File: src/cww_pkg.sv
`timescale 1ns / 1ps
`default_nettype none
// ----------------------------------------------------------------------------
// cww_pkg
// Shared widths, register indexes, pipeline word type and pixel helper of
// the clockwise wipe mixer.
// ----------------------------------------------------------------------------
package cww_pkg;

  localparam int VAL_W     = 16;  // angle, progress, speed, max_dim, offset
  localparam int PIX_W     = 8;
  localparam int GW_W      = 14;
  localparam int GS_W      = 8;
  localparam int CFG_IDX_W = 3;
  localparam int CFG_DAT_W = 16;

  // Glow division: numerator < 2^22, quotient in 0..256
  localparam int DIV_W      = 22;
  localparam int DIV_STAGES = 9;

  localparam logic [VAL_W-1:0] PROG_MAX   = 16'hFFFF;
  localparam logic [GW_W-1:0]  GW_LIMIT   = 14'd8192;
  localparam logic [GS_W-1:0]  GS_LIMIT   = 8'd180;
  localparam logic [PIX_W-1:0] PIX_MAX    = 8'd255;

  localparam logic [CFG_IDX_W-1:0] REG_SPEED         = 3'd0;
  localparam logic [CFG_IDX_W-1:0] REG_BOUNCE_MODE   = 3'd1;
  localparam logic [CFG_IDX_W-1:0] REG_MAX_DIM       = 3'd2;
  localparam logic [CFG_IDX_W-1:0] REG_EXPAND_OFFSET = 3'd3;
  localparam logic [CFG_IDX_W-1:0] REG_HALO_SPAN     = 3'd4;
  localparam logic [CFG_IDX_W-1:0] REG_HALO_GAIN     = 3'd5;

  localparam logic [VAL_W-1:0] SPEED_RST   = 16'd1;
  localparam logic [VAL_W-1:0] MAX_DIM_RST = 16'd1920;

  localparam logic REQ_TICK  = 1'b0;
  localparam logic REQ_PIXEL = 1'b1;

  // Pixel word carried down the pipeline: chosen pixel plus incoming chroma
  typedef struct packed {
    logic [PIX_W-1:0] y;
    logic [PIX_W-1:0] u;
    logic [PIX_W-1:0] v;
    logic [PIX_W-1:0] un;
    logic [PIX_W-1:0] vn;
  } pix_t;

  // (a*(256-m) + b*m + 128) >> 8, m in 0..64
  function automatic logic [PIX_W-1:0] mix_u8(input logic [PIX_W-1:0] a,
                                               input logic [PIX_W-1:0] b,
                                               input logic [6:0] m);
    logic [8:0]  wa;
    logic [17:0] t;
    wa = 9'd256 - {2'b00, m};
    t  = 18'(a) * 18'(wa) + 18'(b) * 18'(m) + 18'd128;
    return t[15:8];
  endfunction

endpackage
`default_nettype wire

File: src/cww_req_if.sv
`timescale 1ns / 1ps
`default_nettype none
// ----------------------------------------------------------------------------
// cww_req_if
// Request channel: frame ticks and pixel pairs with their angle.
// ----------------------------------------------------------------------------
interface cww_req_if;
  logic        valid;
  logic        ready;
  logic        req_type;
  logic [15:0] angle;
  logic [7:0]  y_cur;
  logic [7:0]  u_cur;
  logic [7:0]  v_cur;
  logic [7:0]  y_next;
  logic [7:0]  u_next;
  logic [7:0]  v_next;

  modport source (output valid, req_type, angle, y_cur, u_cur, v_cur,
                  y_next, u_next, v_next, input ready);
  modport sink   (input valid, req_type, angle, y_cur, u_cur, v_cur,
                  y_next, u_next, v_next, output ready);
endinterface
`default_nettype wire

File: src/cww_rsp_if.sv
`timescale 1ns / 1ps
`default_nettype none
// ----------------------------------------------------------------------------
// cww_rsp_if
// Result channel: one mixed YUV pixel per pixel request.
// ----------------------------------------------------------------------------
interface cww_rsp_if;
  logic       valid;
  logic       ready;
  logic [7:0] y_out;
  logic [7:0] u_out;
  logic [7:0] v_out;

  modport source (output valid, y_out, u_out, v_out, input ready);
  modport sink   (input valid, y_out, u_out, v_out, output ready);
endinterface
`default_nettype wire

File: src/cww_step_div.sv
`timescale 1ns / 1ps
`default_nettype none
// ----------------------------------------------------------------------------
// cww_step_div
// Serial restoring divider: step = min(speed,max_dim)*65535 / max_dim,
// one quotient bit per cycle while busy.
// ----------------------------------------------------------------------------
module cww_step_div (
  input  wire logic                      clk,
  input  wire logic                      rst,
  input  wire logic                      start,
  input  wire logic [cww_pkg::VAL_W-1:0] speed,
  input  wire logic [cww_pkg::VAL_W-1:0] max_dim,
  output logic                           busy,
  output logic [cww_pkg::VAL_W-1:0]      step
);
  import cww_pkg::*;

  logic [VAL_W-1:0]   md;
  logic [VAL_W-1:0]   sc;
  logic [2*VAL_W-1:0] dvd;
  logic [VAL_W:0]     trial;
  logic               ge;

  logic [VAL_W-1:0]   rem;
  logic [VAL_W-1:0]   shf;   // dividend bits out, quotient bits in
  logic [VAL_W-1:0]   dsr;
  logic               s_nz;
  logic [3:0]         cnt;

  // Clamp operands; s*65535 as s*65536 - s
  always_comb begin
    md  = (max_dim == '0) ? VAL_W'(1) : max_dim;
    sc  = (speed > md) ? md : speed;
    dvd = {sc, {VAL_W{1'b0}}} - {{VAL_W{1'b0}}, sc};
    trial = {rem, shf[VAL_W-1]};
    ge    = trial >= {1'b0, dsr};
  end

  always_ff @(posedge clk) begin
    if (rst) begin
      busy <= 1'b0;
      cnt  <= '0;
    end else if (start) begin
      busy <= 1'b1;
      cnt  <= '0;
    end else if (busy) begin
      cnt <= cnt + 4'd1;
      if (cnt == 4'd15) begin
        busy <= 1'b0;
      end
    end
  end

  always_ff @(posedge clk) begin
    if (start) begin
      rem  <= dvd[2*VAL_W-1:VAL_W];
      shf  <= dvd[VAL_W-1:0];
      dsr  <= md;
      s_nz <= (sc != '0);
    end else if (busy) begin
      rem <= ge ? VAL_W'(trial - {1'b0, dsr}) : trial[VAL_W-1:0];
      shf <= {shf[VAL_W-2:0], ge};
    end
  end

  assign step = (s_nz && shf == '0) ? VAL_W'(1) : shf;

endmodule
`default_nettype wire

File: src/clockwise_wipe_transition_mixer.sv
`timescale 1ns / 1ps
`default_nettype none
// ----------------------------------------------------------------------------
// clockwise_wipe_transition_mixer
// Clockwise wipe between two YUV streams with a glow band at the wipe edge.
// ----------------------------------------------------------------------------
//  channel  dir  handshake      word
//  req      in   valid/ready    req_type, angle, cur pixel, next pixel
//  rsp      out  valid/ready    y_out, u_out, v_out (pixel requests only)
//  cfg      in   cfg_we         cfg_index, cfg_data (write only)
//
//  One request word per cycle while req.ready is high; a pixel result passes
//  through the 9-stage glow divider plus five mixing stages.
//  Frame ticks update progress on acceptance and leave no result.
//  After reset and after each write to speed or max_dim, req.ready stays low
//  while the serial step divider runs.
//  A stall on rsp freezes the whole pipeline; nothing is dropped or repeated.
// ----------------------------------------------------------------------------
module clockwise_wipe_transition_mixer (
  input  wire logic                          clk,
  input  wire logic                          rst,
  input  wire logic                          cfg_we,
  input  wire logic [cww_pkg::CFG_IDX_W-1:0] cfg_index,
  input  wire logic [cww_pkg::CFG_DAT_W-1:0] cfg_data,
  cww_req_if.sink                            req,
  cww_rsp_if.source                          rsp
);
  import cww_pkg::*;

  // Configuration registers
  logic [VAL_W-1:0] speed;
  logic             bounce_mode;
  logic [VAL_W-1:0] max_dim;
  logic [VAL_W-1:0] expand_offset;
  logic [GW_W-1:0]  halo_span;
  logic [GS_W-1:0]  halo_gain;

  // Wipe state
  logic [VAL_W-1:0] progress;
  logic             direction_down;
  logic [VAL_W-1:0] progress_next;
  logic             direction_down_next;

  // Step divider control
  logic             step_pending;
  logic             div_start;
  logic             div_busy;
  logic [VAL_W-1:0] step;

  // Handshake
  logic adv;   // whole pipeline moves
  logic acc;   // request word taken

  // Clamped glow settings
  logic [GW_W-1:0]  gw;
  logic [GS_W-1:0]  gs;
  logic             glow_en;

  // Stage 1: captured request and threshold
  logic             s1_vld;
  logic [VAL_W-1:0] s1_angle;
  logic [VAL_W-1:0] s1_p;
  pix_t             s1_cur;   // y/u/v current, un/vn incoming
  logic [PIX_W-1:0] s1_yn;
  logic [VAL_W:0]   p_sum;

  // Stage 2: chosen pixel and angular distance
  logic             s2_vld;
  pix_t             s2_pix;
  logic [VAL_W-1:0] s2_d;

  // Glow divider pipeline, index 0 is stage 3
  logic             dv_vld [0:DIV_STAGES];
  logic             dv_hit [0:DIV_STAGES];
  pix_t             dv_pix [0:DIV_STAGES];
  logic [DIV_W-1:0] dv_rem [0:DIV_STAGES];
  logic [8:0]       dv_q   [0:DIV_STAGES];

  // Scale stage
  logic             sd_vld;
  logic             sd_hit;
  pix_t             sd_pix;
  logic [PIX_W-1:0] sd_add;
  logic [6:0]       sd_m;
  logic [16:0]      sd_prod;

  // Output register
  logic             out_vld;
  logic [PIX_W-1:0] y_o;
  logic [PIX_W-1:0] u_o;
  logic [PIX_W-1:0] v_o;
  logic [PIX_W:0]   y_sum;

  // --------------------------------------------------------------------------
  // Configuration writes; a write to speed or max_dim reruns the step divide
  // --------------------------------------------------------------------------
  always_ff @(posedge clk) begin
    if (rst) begin
      speed         <= SPEED_RST;
      bounce_mode   <= 1'b1;
      max_dim       <= MAX_DIM_RST;
      expand_offset <= '0;
      halo_span     <= '0;
      halo_gain     <= '0;
    end else if (cfg_we) begin
      case (cfg_index)
        REG_SPEED:         speed         <= cfg_data[VAL_W-1:0];
        REG_BOUNCE_MODE:   bounce_mode   <= cfg_data[0];
        REG_MAX_DIM:       max_dim       <= cfg_data[VAL_W-1:0];
        REG_EXPAND_OFFSET: expand_offset <= cfg_data[VAL_W-1:0];
        REG_HALO_SPAN:     halo_span     <= cfg_data[GW_W-1:0];
        REG_HALO_GAIN:     halo_gain     <= cfg_data[GS_W-1:0];
        default: ;
      endcase
    end
  end

  assign div_start = step_pending && !div_busy;

  always_ff @(posedge clk) begin
    if (rst) begin
      step_pending <= 1'b1;
    end else begin
      step_pending <= (step_pending && !div_start) ||
                      (cfg_we && (cfg_index == REG_SPEED || cfg_index == REG_MAX_DIM));
    end
  end

  cww_step_div u_step_div (
    .clk     (clk),
    .rst     (rst),
    .start   (div_start),
    .speed   (speed),
    .max_dim (max_dim),
    .busy    (div_busy),
    .step    (step)
  );

  always_comb begin
    gw      = (halo_span > GW_LIMIT) ? GW_LIMIT : halo_span;
    gs      = (halo_gain > GS_LIMIT) ? GS_LIMIT : halo_gain;
    glow_en = (gw != '0) && (gs != '0);
  end

  // --------------------------------------------------------------------------
  // Handshake: hold everything while the output word waits
  // --------------------------------------------------------------------------
  assign adv       = !out_vld || rsp.ready;
  assign req.ready = adv && !step_pending && !div_busy;
  assign acc       = req.valid && req.ready;

  // --------------------------------------------------------------------------
  // Progress: advance on every accepted frame tick
  // --------------------------------------------------------------------------
  always_comb begin
    logic [VAL_W:0] up_sum;
    up_sum              = {1'b0, progress} + {1'b0, step};
    progress_next       = progress;
    direction_down_next = direction_down;
    if (!bounce_mode) begin
      progress_next       = up_sum[VAL_W-1:0];
      direction_down_next = 1'b0;
    end else if (direction_down) begin
      if (step >= progress) begin
        progress_next       = '0;
        direction_down_next = 1'b0;
      end else begin
        progress_next = progress - step;
      end
    end else begin
      if (up_sum >= {1'b0, PROG_MAX}) begin
        progress_next       = PROG_MAX;
        direction_down_next = 1'b1;
      end else begin
        progress_next = up_sum[VAL_W-1:0];
      end
    end
  end

  always_ff @(posedge clk) begin
    if (rst) begin
      progress       <= '0;
      direction_down <= 1'b0;
    end else if (acc && req.req_type == REQ_TICK) begin
      progress       <= progress_next;
      direction_down <= direction_down_next;
    end
  end

  // --------------------------------------------------------------------------
  // Stage 1: capture pixel word with saturated threshold progress+offset
  // --------------------------------------------------------------------------
  assign p_sum = {1'b0, progress} + {1'b0, expand_offset};

  always_ff @(posedge clk) begin
    if (rst) begin
      s1_vld <= 1'b0;
    end else if (adv) begin
      s1_vld <= acc && req.req_type == REQ_PIXEL;
    end
  end

  always_ff @(posedge clk) begin
    if (adv) begin
      s1_angle  <= req.angle;
      s1_p      <= p_sum[VAL_W] ? PROG_MAX : p_sum[VAL_W-1:0];
      s1_cur.y  <= req.y_cur;
      s1_cur.u  <= req.u_cur;
      s1_cur.v  <= req.v_cur;
      s1_cur.un <= req.u_next;
      s1_cur.vn <= req.v_next;
      s1_yn     <= req.y_next;
    end
  end

  // --------------------------------------------------------------------------
  // Stage 2: pick the side of the wipe, measure distance to the edge
  // --------------------------------------------------------------------------
  always_ff @(posedge clk) begin
    if (rst) begin
      s2_vld <= 1'b0;
    end else if (adv) begin
      s2_vld <= s1_vld;
    end
  end

  always_ff @(posedge clk) begin
    if (adv) begin
      if (s1_angle <= s1_p) begin
        s2_pix.y <= s1_yn;
        s2_pix.u <= s1_cur.un;
        s2_pix.v <= s1_cur.vn;
      end else begin
        s2_pix.y <= s1_cur.y;
        s2_pix.u <= s1_cur.u;
        s2_pix.v <= s1_cur.v;
      end
      s2_pix.un <= s1_cur.un;
      s2_pix.vn <= s1_cur.vn;
      s2_d      <= (s1_angle >= s1_p) ? s1_angle - s1_p : s1_p - s1_angle;
    end
  end

  // --------------------------------------------------------------------------
  // Stage 3: glow hit test and divider numerator (gw-d)*256 + gw/2
  // --------------------------------------------------------------------------
  always_ff @(posedge clk) begin
    if (rst) begin
      dv_vld[0] <= 1'b0;
    end else if (adv) begin
      dv_vld[0] <= s2_vld;
    end
  end

  always_ff @(posedge clk) begin
    if (adv) begin
      dv_hit[0] <= glow_en && (s2_d < {{(VAL_W-GW_W){1'b0}}, gw});
      dv_pix[0] <= s2_pix;
      dv_rem[0] <= {gw - s2_d[GW_W-1:0], 8'h00} + DIV_W'(gw[GW_W-1:1]);
      dv_q[0]   <= '0;
    end
  end

  // --------------------------------------------------------------------------
  // Glow divider: one quotient bit per stage, MSB first
  // --------------------------------------------------------------------------
  for (genvar k = 0; k < DIV_STAGES; k++) begin : g_div
    localparam int SH = DIV_STAGES - 1 - k;
    logic [DIV_W-1:0] dsr;
    logic             ge;

    assign dsr = DIV_W'(gw) << SH;
    assign ge  = dv_rem[k] >= dsr;

    always_ff @(posedge clk) begin
      if (rst) begin
        dv_vld[k+1] <= 1'b0;
      end else if (adv) begin
        dv_vld[k+1] <= dv_vld[k];
      end
    end

    always_ff @(posedge clk) begin
      if (adv) begin
        dv_hit[k+1] <= dv_hit[k];
        dv_pix[k+1] <= dv_pix[k];
        dv_rem[k+1] <= ge ? dv_rem[k] - dsr : dv_rem[k];
        dv_q[k+1]   <= {dv_q[k][7:0], ge};
      end
    end
  end

  // --------------------------------------------------------------------------
  // Scale stage: luma boost (gs*q+128)>>8 and chroma weight q>>2
  // --------------------------------------------------------------------------
  assign sd_prod = 17'(gs) * 17'(dv_q[DIV_STAGES]) + 17'd128;

  always_ff @(posedge clk) begin
    if (rst) begin
      sd_vld <= 1'b0;
    end else if (adv) begin
      sd_vld <= dv_vld[DIV_STAGES];
    end
  end

  always_ff @(posedge clk) begin
    if (adv) begin
      sd_hit <= dv_hit[DIV_STAGES];
      sd_pix <= dv_pix[DIV_STAGES];
      sd_add <= sd_prod[15:8];
      sd_m   <= dv_q[DIV_STAGES][8:2];
    end
  end

  // --------------------------------------------------------------------------
  // Output register: on a glow hit, saturating luma boost, chroma blend toward incoming
  // --------------------------------------------------------------------------
  assign y_sum = {1'b0, sd_pix.y} + {1'b0, sd_add};

  always_ff @(posedge clk) begin
    if (rst) begin
      out_vld <= 1'b0;
    end else if (adv) begin
      out_vld <= sd_vld;
    end
  end

  always_ff @(posedge clk) begin
    if (adv) begin
      if (sd_hit) begin
        y_o <= y_sum[PIX_W] ? PIX_MAX : y_sum[PIX_W-1:0];
        u_o <= mix_u8(sd_pix.u, sd_pix.un, sd_m);
        v_o <= mix_u8(sd_pix.v, sd_pix.vn, sd_m);
      end else begin
        y_o <= sd_pix.y;
        u_o <= sd_pix.u;
        v_o <= sd_pix.v;
      end
    end
  end

  assign rsp.valid = out_vld;
  assign rsp.y_out = y_o;
  assign rsp.u_out = u_o;
  assign rsp.v_out = v_o;

  // --------------------------------------------------------------------------
  // Assertions
  // --------------------------------------------------------------------------
  a_no_accept_during_divide: assert property (@(posedge clk) disable iff (rst)
    req.ready |-> (!div_busy && !step_pending))
    else $error("request taken while step divide runs");

  a_tick_no_word: assert property (@(posedge clk) disable iff (rst)
    (acc && req.req_type == REQ_TICK) |=> !s1_vld)
    else $error("frame tick entered the pixel pipeline");

  a_loop_forward: assert property (@(posedge clk) disable iff (rst)
    (acc && req.req_type == REQ_TICK && !bounce_mode) |=> !direction_down)
    else $error("loop mode left direction down");

  a_stall_freeze: assert property (@(posedge clk) disable iff (rst)
    (out_vld && !rsp.ready) |=> ($stable(sd_vld) && $stable(s1_vld)))
    else $error("pipeline moved during output stall");

endmodule
`default_nettype wire
File: src/flat_wrapper.sv
// flat-port wrapper written by rule: the top's interface ports become plain ports
module clockwise_wipe_transition_mixer_flat import cww_pkg::*;
  (clk, rst, cfg_we, cfg_index, cfg_data, req_valid, req_req_type, req_angle, req_y_cur, req_u_cur, req_v_cur, req_y_next, req_u_next, req_v_next, req_ready, rsp_valid, rsp_y_out, rsp_u_out, rsp_v_out, rsp_ready);
  cww_req_if req_i ();
  cww_rsp_if rsp_i ();
  input  wire logic clk;
  input  wire logic rst;
  input  wire logic cfg_we;
  input  wire logic [cww_pkg::CFG_IDX_W-1:0] cfg_index;
  input  wire logic [cww_pkg::CFG_DAT_W-1:0] cfg_data;
  input wire logic [$bits(req_i.valid)-1:0] req_valid;
  input wire logic [$bits(req_i.req_type)-1:0] req_req_type;
  input wire logic [$bits(req_i.angle)-1:0] req_angle;
  input wire logic [$bits(req_i.y_cur)-1:0] req_y_cur;
  input wire logic [$bits(req_i.u_cur)-1:0] req_u_cur;
  input wire logic [$bits(req_i.v_cur)-1:0] req_v_cur;
  input wire logic [$bits(req_i.y_next)-1:0] req_y_next;
  input wire logic [$bits(req_i.u_next)-1:0] req_u_next;
  input wire logic [$bits(req_i.v_next)-1:0] req_v_next;
  output wire logic [$bits(req_i.ready)-1:0] req_ready;
  output wire logic [$bits(rsp_i.valid)-1:0] rsp_valid;
  output wire logic [$bits(rsp_i.y_out)-1:0] rsp_y_out;
  output wire logic [$bits(rsp_i.u_out)-1:0] rsp_u_out;
  output wire logic [$bits(rsp_i.v_out)-1:0] rsp_v_out;
  input wire logic [$bits(rsp_i.ready)-1:0] rsp_ready;
  assign req_i.valid = req_valid;
  assign req_i.req_type = req_req_type;
  assign req_i.angle = req_angle;
  assign req_i.y_cur = req_y_cur;
  assign req_i.u_cur = req_u_cur;
  assign req_i.v_cur = req_v_cur;
  assign req_i.y_next = req_y_next;
  assign req_i.u_next = req_u_next;
  assign req_i.v_next = req_v_next;
  assign req_ready = req_i.ready;
  assign rsp_valid = rsp_i.valid;
  assign rsp_y_out = rsp_i.y_out;
  assign rsp_u_out = rsp_i.u_out;
  assign rsp_v_out = rsp_i.v_out;
  assign rsp_i.ready = rsp_ready;
  clockwise_wipe_transition_mixer u_core (.clk(clk), .rst(rst), .cfg_we(cfg_we), .cfg_index(cfg_index), .cfg_data(cfg_data), .req(req_i), .rsp(rsp_i));
endmodule
File: config.mk
export PLATFORM = sky130hd
export DESIGN_NAME = clockwise_wipe_transition_mixer_flat
export DESIGN_NICKNAME = d
export VERILOG_FILES = /design/src/cww_pkg.sv /design/src/cww_req_if.sv /design/src/cww_rsp_if.sv /design/src/cww_step_div.sv /design/src/clockwise_wipe_transition_mixer.sv /design/src/flat_wrapper.sv
export SDC_FILE = /design/constraint.sdc
export NUM_CORES = 2
export LEC_CHECK = 0
export BUFFER_PORTS_ARGS = -buffer_cell sky130_fd_sc_hd__buf_2
export CAP_MARGIN = 30
export CORE_ASPECT_RATIO = 0.5
export CORE_MARGIN = 5
export CORE_UTILIZATION = 50
export CTS_CLUSTER_SIZE = 24
export DETAILED_ROUTE_END_ITERATION = 8
export GPL_ROUTABILITY_DRIVEN = 0
export PLACE_DENSITY = 0.66
export SLEW_MARGIN = 20
export SYNTH_ARGS = -nofsm -noshare
export SYNTH_HDL_FRONTEND = slang
export SYNTH_SLANG_ARGS = --single-unit
File: constraint.sdc
create_clock -name clk -period 26.3 [get_ports clk]
set_input_delay 1.315 -clock clk [delete_from_list [all_inputs] [get_ports clk]]
set_output_delay 1.315 -clock clk [all_outputs]
set_load 0.02 [all_outputs]
-- After elaboration in Yosys (flattened, before gate mapping)
Memories as Yosys holds them, arrays and structs flattened. A register that Yosys moved wholly into a read port is not among the register bits.
Index checks and enable logic that the tools add are counted.
- logic and storage cells: 192
- output and inout port bits: 26
- memory bits (writable): 730
- input bits: 89
- register bits after elaboration: 321
- memories kept: 5
- memory list (memory ; words ; bits a word ; read ports ; clocked after memory_dff ; write ports ; RTL line ; text):
    u_core.dv_pix ; 10 ; 40 ; 10 ; 1 ; 10 ; clockwise_wipe_transition_mixer.sv:75 ; pix_t dv_pix [0:DIV_STAGES];
    u_core.dv_rem ; 10 ; 22 ; 9 ; 0 ; 10 ; clockwise_wipe_transition_mixer.sv:76 ; logic [DIV_W-1:0] dv_rem [0:DIV_STAGES];
    u_core.dv_q ; 10 ; 9 ; 10 ; 0 ; 10 ; clockwise_wipe_transition_mixer.sv:77 ; logic [8:0] dv_q [0:DIV_STAGES];
    u_core.dv_hit ; 10 ; 1 ; 10 ; 1 ; 10 ; clockwise_wipe_transition_mixer.sv:74 ; logic dv_hit [0:DIV_STAGES];
    u_core.dv_vld ; 10 ; 1 ; 10 ; 1 ; 10 ; clockwise_wipe_transition_mixer.sv:73 ; logic dv_vld [0:DIV_STAGES];
- magnitude comparators: 18
- reduce and logical (&&, ||, !) cells: 32
- eq/ne operators: 6
- add/subtract/negate cells: 26
- multiply operators: 5
- bitwise gates (word level): 11
- mux-type cells: 52
- operators with widths (cell ; number):
    16-bit two-way mux ; 13
    22-bit two-way mux ; 9
    16-bit subtractor ; 4
    16-bit by 8-bit adder with 16-bit output, second input constant ; 3
    8-bit by 9-bit multiplier with 16-bit output ; 3
    8-bit two-way mux ; 5
    16-bit by 16-bit adder with 17-bit output ; 2
    16-bit by 15-bit adder with 16-bit output ; 2
    16-bit greater-or-equal comparator ; 2
    16-bit logical NOT ; 2
    32-bit by 16-bit subtractor with 32-bit output ; 1
    8-bit by 7-bit multiplier with 15-bit output ; 2
    24-bit two-way mux ; 1
    1-bit two-way mux ; 23
    22-bit by 13-bit adder with 22-bit output ; 1
    22-bit by 14-bit greater-or-equal comparator with 1-bit output ; 1
    22-bit by 15-bit greater-or-equal comparator with 1-bit output ; 1
    22-bit by 16-bit greater-or-equal comparator with 1-bit output ; 1
    22-bit by 17-bit greater-or-equal comparator with 1-bit output ; 1
    22-bit by 18-bit greater-or-equal comparator with 1-bit output ; 1
    22-bit by 19-bit greater-or-equal comparator with 1-bit output ; 1
    22-bit by 20-bit greater-or-equal comparator with 1-bit output ; 1
    22-bit by 21-bit greater-or-equal comparator with 1-bit output ; 1
    22-bit greater-or-equal comparator ; 1
    37 further kinds ; 68

-- Longest topological paths before layout
- word-level depth: 8
- gate-level depth with buffers: 26
- mapped depth without buffers: 25

-- Modules after synthesis
Synthesis repeated with hierarchy kept, for this count alone.
- cell total of the unflattened synthesis: 4960
- area total of the unflattened synthesis: 58453.6 µm²
- modules (own cells, without submodules) (module ; area an instance (µm²) ; times used ; cells an instance ; seq. area each (µm²)):
    clockwise_wipe_transition_mixer ; 53799.1 ; 1 ; 4447 ; 28257.1
    cww_step_div ; 4654.5 ; 1 ; 513 ; 1571.5

-- Worst setup path before layout
No wires, ideal clock.
- path kind: input -> register
- start point: in rsp_ready
- end point: mem u_core.dv_hit[0] (enable)
- path buffers: 1
- arrival time: 18.217 ns
- path slack: 6.876 ns
- setup time: 1.206 ns
- stages: 3
- data required time: 25.094 ns
- cell sequence: nor2b_1 > clkbuf_1 > inv_1
- RTL lines (what ; RTL line ; text):
    start, declared ; flat_wrapper.sv:25 ; input wire logic [$bits(rsp_i.ready)-1:0] rsp_ready;
    end, declared ; clockwise_wipe_transition_mixer.sv:74 ;

-- Worst setup path in the final report
- start point: reg u_core.sd_m[1] (read register of u_core.dv_q)
- end point: reg u_core.u_o[7] (netlist: u_core.rsp.u_out[7]), data pin
- word-level cells in the longest chain between the ends: 5
- elaborated cells on any way between the ends: 6
- classes of those cells: 3 x add/sub; 2 x mul; 1 x mux
- RTL lines (what ; RTL line ; text):
    start, declared ; clockwise_wipe_transition_mixer.sv:84 ; logic [6:0] sd_m;
    9-bit by 7-bit subtractor with 9-bit output ; cww_pkg.sv:54 ; wa = 9'd256 - {2'b00, m};
    8-bit by 9-bit multiplier with 16-bit output ; cww_pkg.sv:55 ; t = 18'(a) * 18'(wa) + 18'(b) * 18'(m) + 18'd128;
    16-bit by 15-bit adder with 16-bit output * ; cww_pkg.sv:55 ;
    16-bit by 8-bit adder with 16-bit output * ; cww_pkg.sv:55 ;
    8-bit two-way mux * ; clockwise_wipe_transition_mixer.sv:330 ; if (sd_hit) begin
    end signal, assigned ; clockwise_wipe_transition_mixer.sv:332 ; u_o <= mix_u8(sd_pix.u, sd_pix.un, sd_m);
    end signal, assigned ; clockwise_wipe_transition_mixer.sv:336 ; u_o <= sd_pix.u;
    end, declared ; clockwise_wipe_transition_mixer.sv:90 ; logic [PIX_W-1:0] u_o;
Every way passes the cells marked *; elsewhere a longest branch is shown, timed or not.
A chain may end at the register's enable or synchronous reset.

==> out/metrics.yaml <==
global_routing:
  grt_first_pass_wirelength_um: 194800
  antenna_found_initial: 1
  grt_overflow: 0
  grt_pass1_vias: 37040
  grt.total_usage: 0.1943
  grt_max_degree: 200
die:
  rows: 88
  start_util: 0.5045
  coreArea_um2: 115500
  die_w_um: 492.8
  fp.dieArea_um2: 123900
  ios: 115
  die_height_um: 251.4
yosys:
  synth-seq-cells: 1026
  synth_nets: 5757
  synth.distinct_cells: 99
  synth_cells: 4978
  netlist_area_um2: 58270
  syn_area_per_cell_um2: 11.70
  synthArstFlopShare: 0
  synth_warnings: 0
  synth_edf_count: 928
  ys_seq_area_frac: 0.5119
  synthFlopType: "edfxtp_1"
critical_path:
  slowest_stage: "edfxtp_1"
  crit_family: "adder cells"
  cp.required_ns: 26.77
  path_buf_inv: 5
  rr_worst_depth: 25
  crit_path_max_incr_delay_ns: 0.75
  start_kind: "flip-flop"
  arrival_ns: 8.25
  crit_type: "reg2reg"
  cpMostUsedCell: "fa_1"
  cp_num_cells: 25
  cp_max_fo: 19
  end_kind: "flip-flop"
detailed_routing:
  routedWlPerCell_um: 18.25
  vias_per_cell: 5.554
  wirelength_um: 121800
  drt_pass1_iterations: 6
  first_iter_violations: 2701
  drc: 0
  ant_nets: 0
  vias: 37060
timing:
  fin_skew_ns: 0.04502
  tns_ns: 0
  fmax_mhz: 128.5
  rsz0062_at_grt: "no"
  period_share: 0.2960
  tightest_slew_ns: 1.040
  period_minus_slack_ns: 7.784
  slew_violations: 0
  hold_viol: 0
  setup_slack_ns: 18.52
  holdWs_ns: 0.3860
  setup_viol: 0
  slew_headroom: 0.3065
min_path:
  hold_path.class: "reg2reg"
  hold_depth: 0
clocking:
  postCtsSetupRepairBufs: 0
  clock-sinks: 1026
  root_buffer: "clkbuf_16"
  cts_max_level: 3
  tritoncts: "yes"
  path_clk_slew_ns: 0.07
  insertion_delay_ns: 0.72
  cts_buffers: 92
  clk_path_buf_depth: 3
  hold_buffers: 0
  post_cts_resized: 0
pwr:
  power.density_nw_per_um2: 123.7
  p_int_w: 0.004757
  p_leak_nw: 26.61
  clkPwrFrac: 0.175
  peakVddDrop_mv: 0.3260
  seq_power_share: 0.294
  swShare: 0.3963
  p_switching_w: 0.003122
  p_comb_frac: 0.531
layout:
  drive_above_1_share: 0.07818
  n_antenna_cell: 0
  area_growth_pct: 9.330
  layout_commonest_cell: "edfxtp_1"
  fin_nets: 5850
  fillCellCount: 9507
  design_area_um2: 63700
  most-common-layout-cells: "928 x edfxtp_1, 507 x inv_1, 468 x nand2_1"
  regArea_um2: 29830
  multi_input_area_um2: 25930
placement:
  place_ws_ns: 18.52
  io_buffers: 114
  hpwl_um: 87850
  place_area_um2: 60530
run:
  maxCapViolCount: 0
run_status:
  status: "finished clean"
cells in the mapped netlist, types with 65 or more instances:
master | count | area share
a21oi_1 | 306 | 0.026
o21ai_0 | 140 | 0.012
ha_1 | 447 | 0.096
clkbuf_1 | 148 | 0.0095
dfxtp_1 | 98 | 0.034
inv_1 | 508 | 0.033
xnor2_1 | 138 | 0.021
edfxtp_1 | 928 | 0.48
nand2_1 | 468 | 0.030
fa_1 | 243 | 0.083
and2_1 | 226 | 0.024
xor2_1 | 88 | 0.013
nor3_1 | 89 | 0.0076
a21o_1 | 65 | 0.0084
nor2_1 | 266 | 0.017
per-layer routing:
layer	vias to the layer above	GRT usage	routed length (um)
met5	-	0	0
met4	0	0.06014	3836
met3	267	0.03316	5847
met2	913	0.3372	60000
met1	18160	0.2508	52090
li1	17720	-	-
state kept, by name, indices dropped and copies added (netlist names), 14 cells and up:
name,flops
u_core.expand_offset,16
u_core.u_step_div.rem,16
u_core.s2_d,16
u_core.s2_pix,40
u_core.s1_angle,16
u_core.u_step_div.dsr,16
u_core.speed,16
u_core.u_step_div.shf,16
u_core.sd_pix,40
u_core.progress,16
u_core.max_dim,16
u_core.dv_pix,400
u_core.dv_q,45
u_core.halo_span,14
u_core.dv_rem,198
u_core.s1_cur,40
u_core.s1_p,16
path summary, 6_finish.rpt:
kind / start / endpoint / slack [ns]
worst min register to register: u_core.s2_pix[10]$_DFFE_PN_ / u_core.dv_pix[0][10]$_DFFE_PN_ / 0.39
worst min-delay path: u_core.s2_pix[10]$_DFFE_PN_ / u_core.dv_pix[0][10]$_DFFE_PN_ / 0.39
worst max-delay path: u_core.sd_m[1]$_DFFE_PN_ / u_core.rsp.u_out[7]$_DFFE_PN_ / 18.52
worst max register to register: u_core.sd_m[1]$_DFFE_PN_ / u_core.rsp.u_out[7]$_DFFE_PN_ / 18.52
cell families after synthesis:
| family | after synthesis | share of synthesized area |
|---|---|---|
| flip-flops | 1026 | 0.5119 |
| AND/OR/NAND/NOR | 1448 | 0.1241 |
| XOR/XNOR | 226 | 0.03397 |
| adder cells (fa/ha/maj) | 690 | 0.1795 |
| buffers and inverters | 675 | 0.04378 |
| AO/OA/AOI/OAI | 831 | 0.09148 |
| multiplexers | 82 | 0.01531 |
power by group through the flow:
stage	Sequential, W	Combinational (W)	Clock [W]
detailed placement	0.00235	0.00418	0
global placement	0.00234	0.00406	0
finish	0.00231	0.00419	0.00138
CTS	0.00231	0.00423	0.00142
floorplan	0.00226	0.00338	0
global route	0.00234	0.00487	0.00149
through the flow:
stage | power, W | instances | utilization
finish | 0.007879 | 6672 | 0.5515
global route | 0.008702 | 6672 | 0.5515
CTS | 0.007972 | 6668 | 0.5507
detailed placement | 0.006527 | 6503 | 0.5240
global placement | 0.006395 | 6502 | 0.5240
floorplan | 0.005641 | 4978 | -
area by class of cell:
class,count,area share
Clock buffer,111,0.03797
Tap cell,1530,0.03005
Timing Repair Buffer,165,0.01626
Inverter,509,0.03011
Clock inverter,54,0.01029
Sequential cell,1026,0.4682
Multi-Input combinational cell,3277,0.4071
Note: power is estimated with default switching activity, not from simulation.
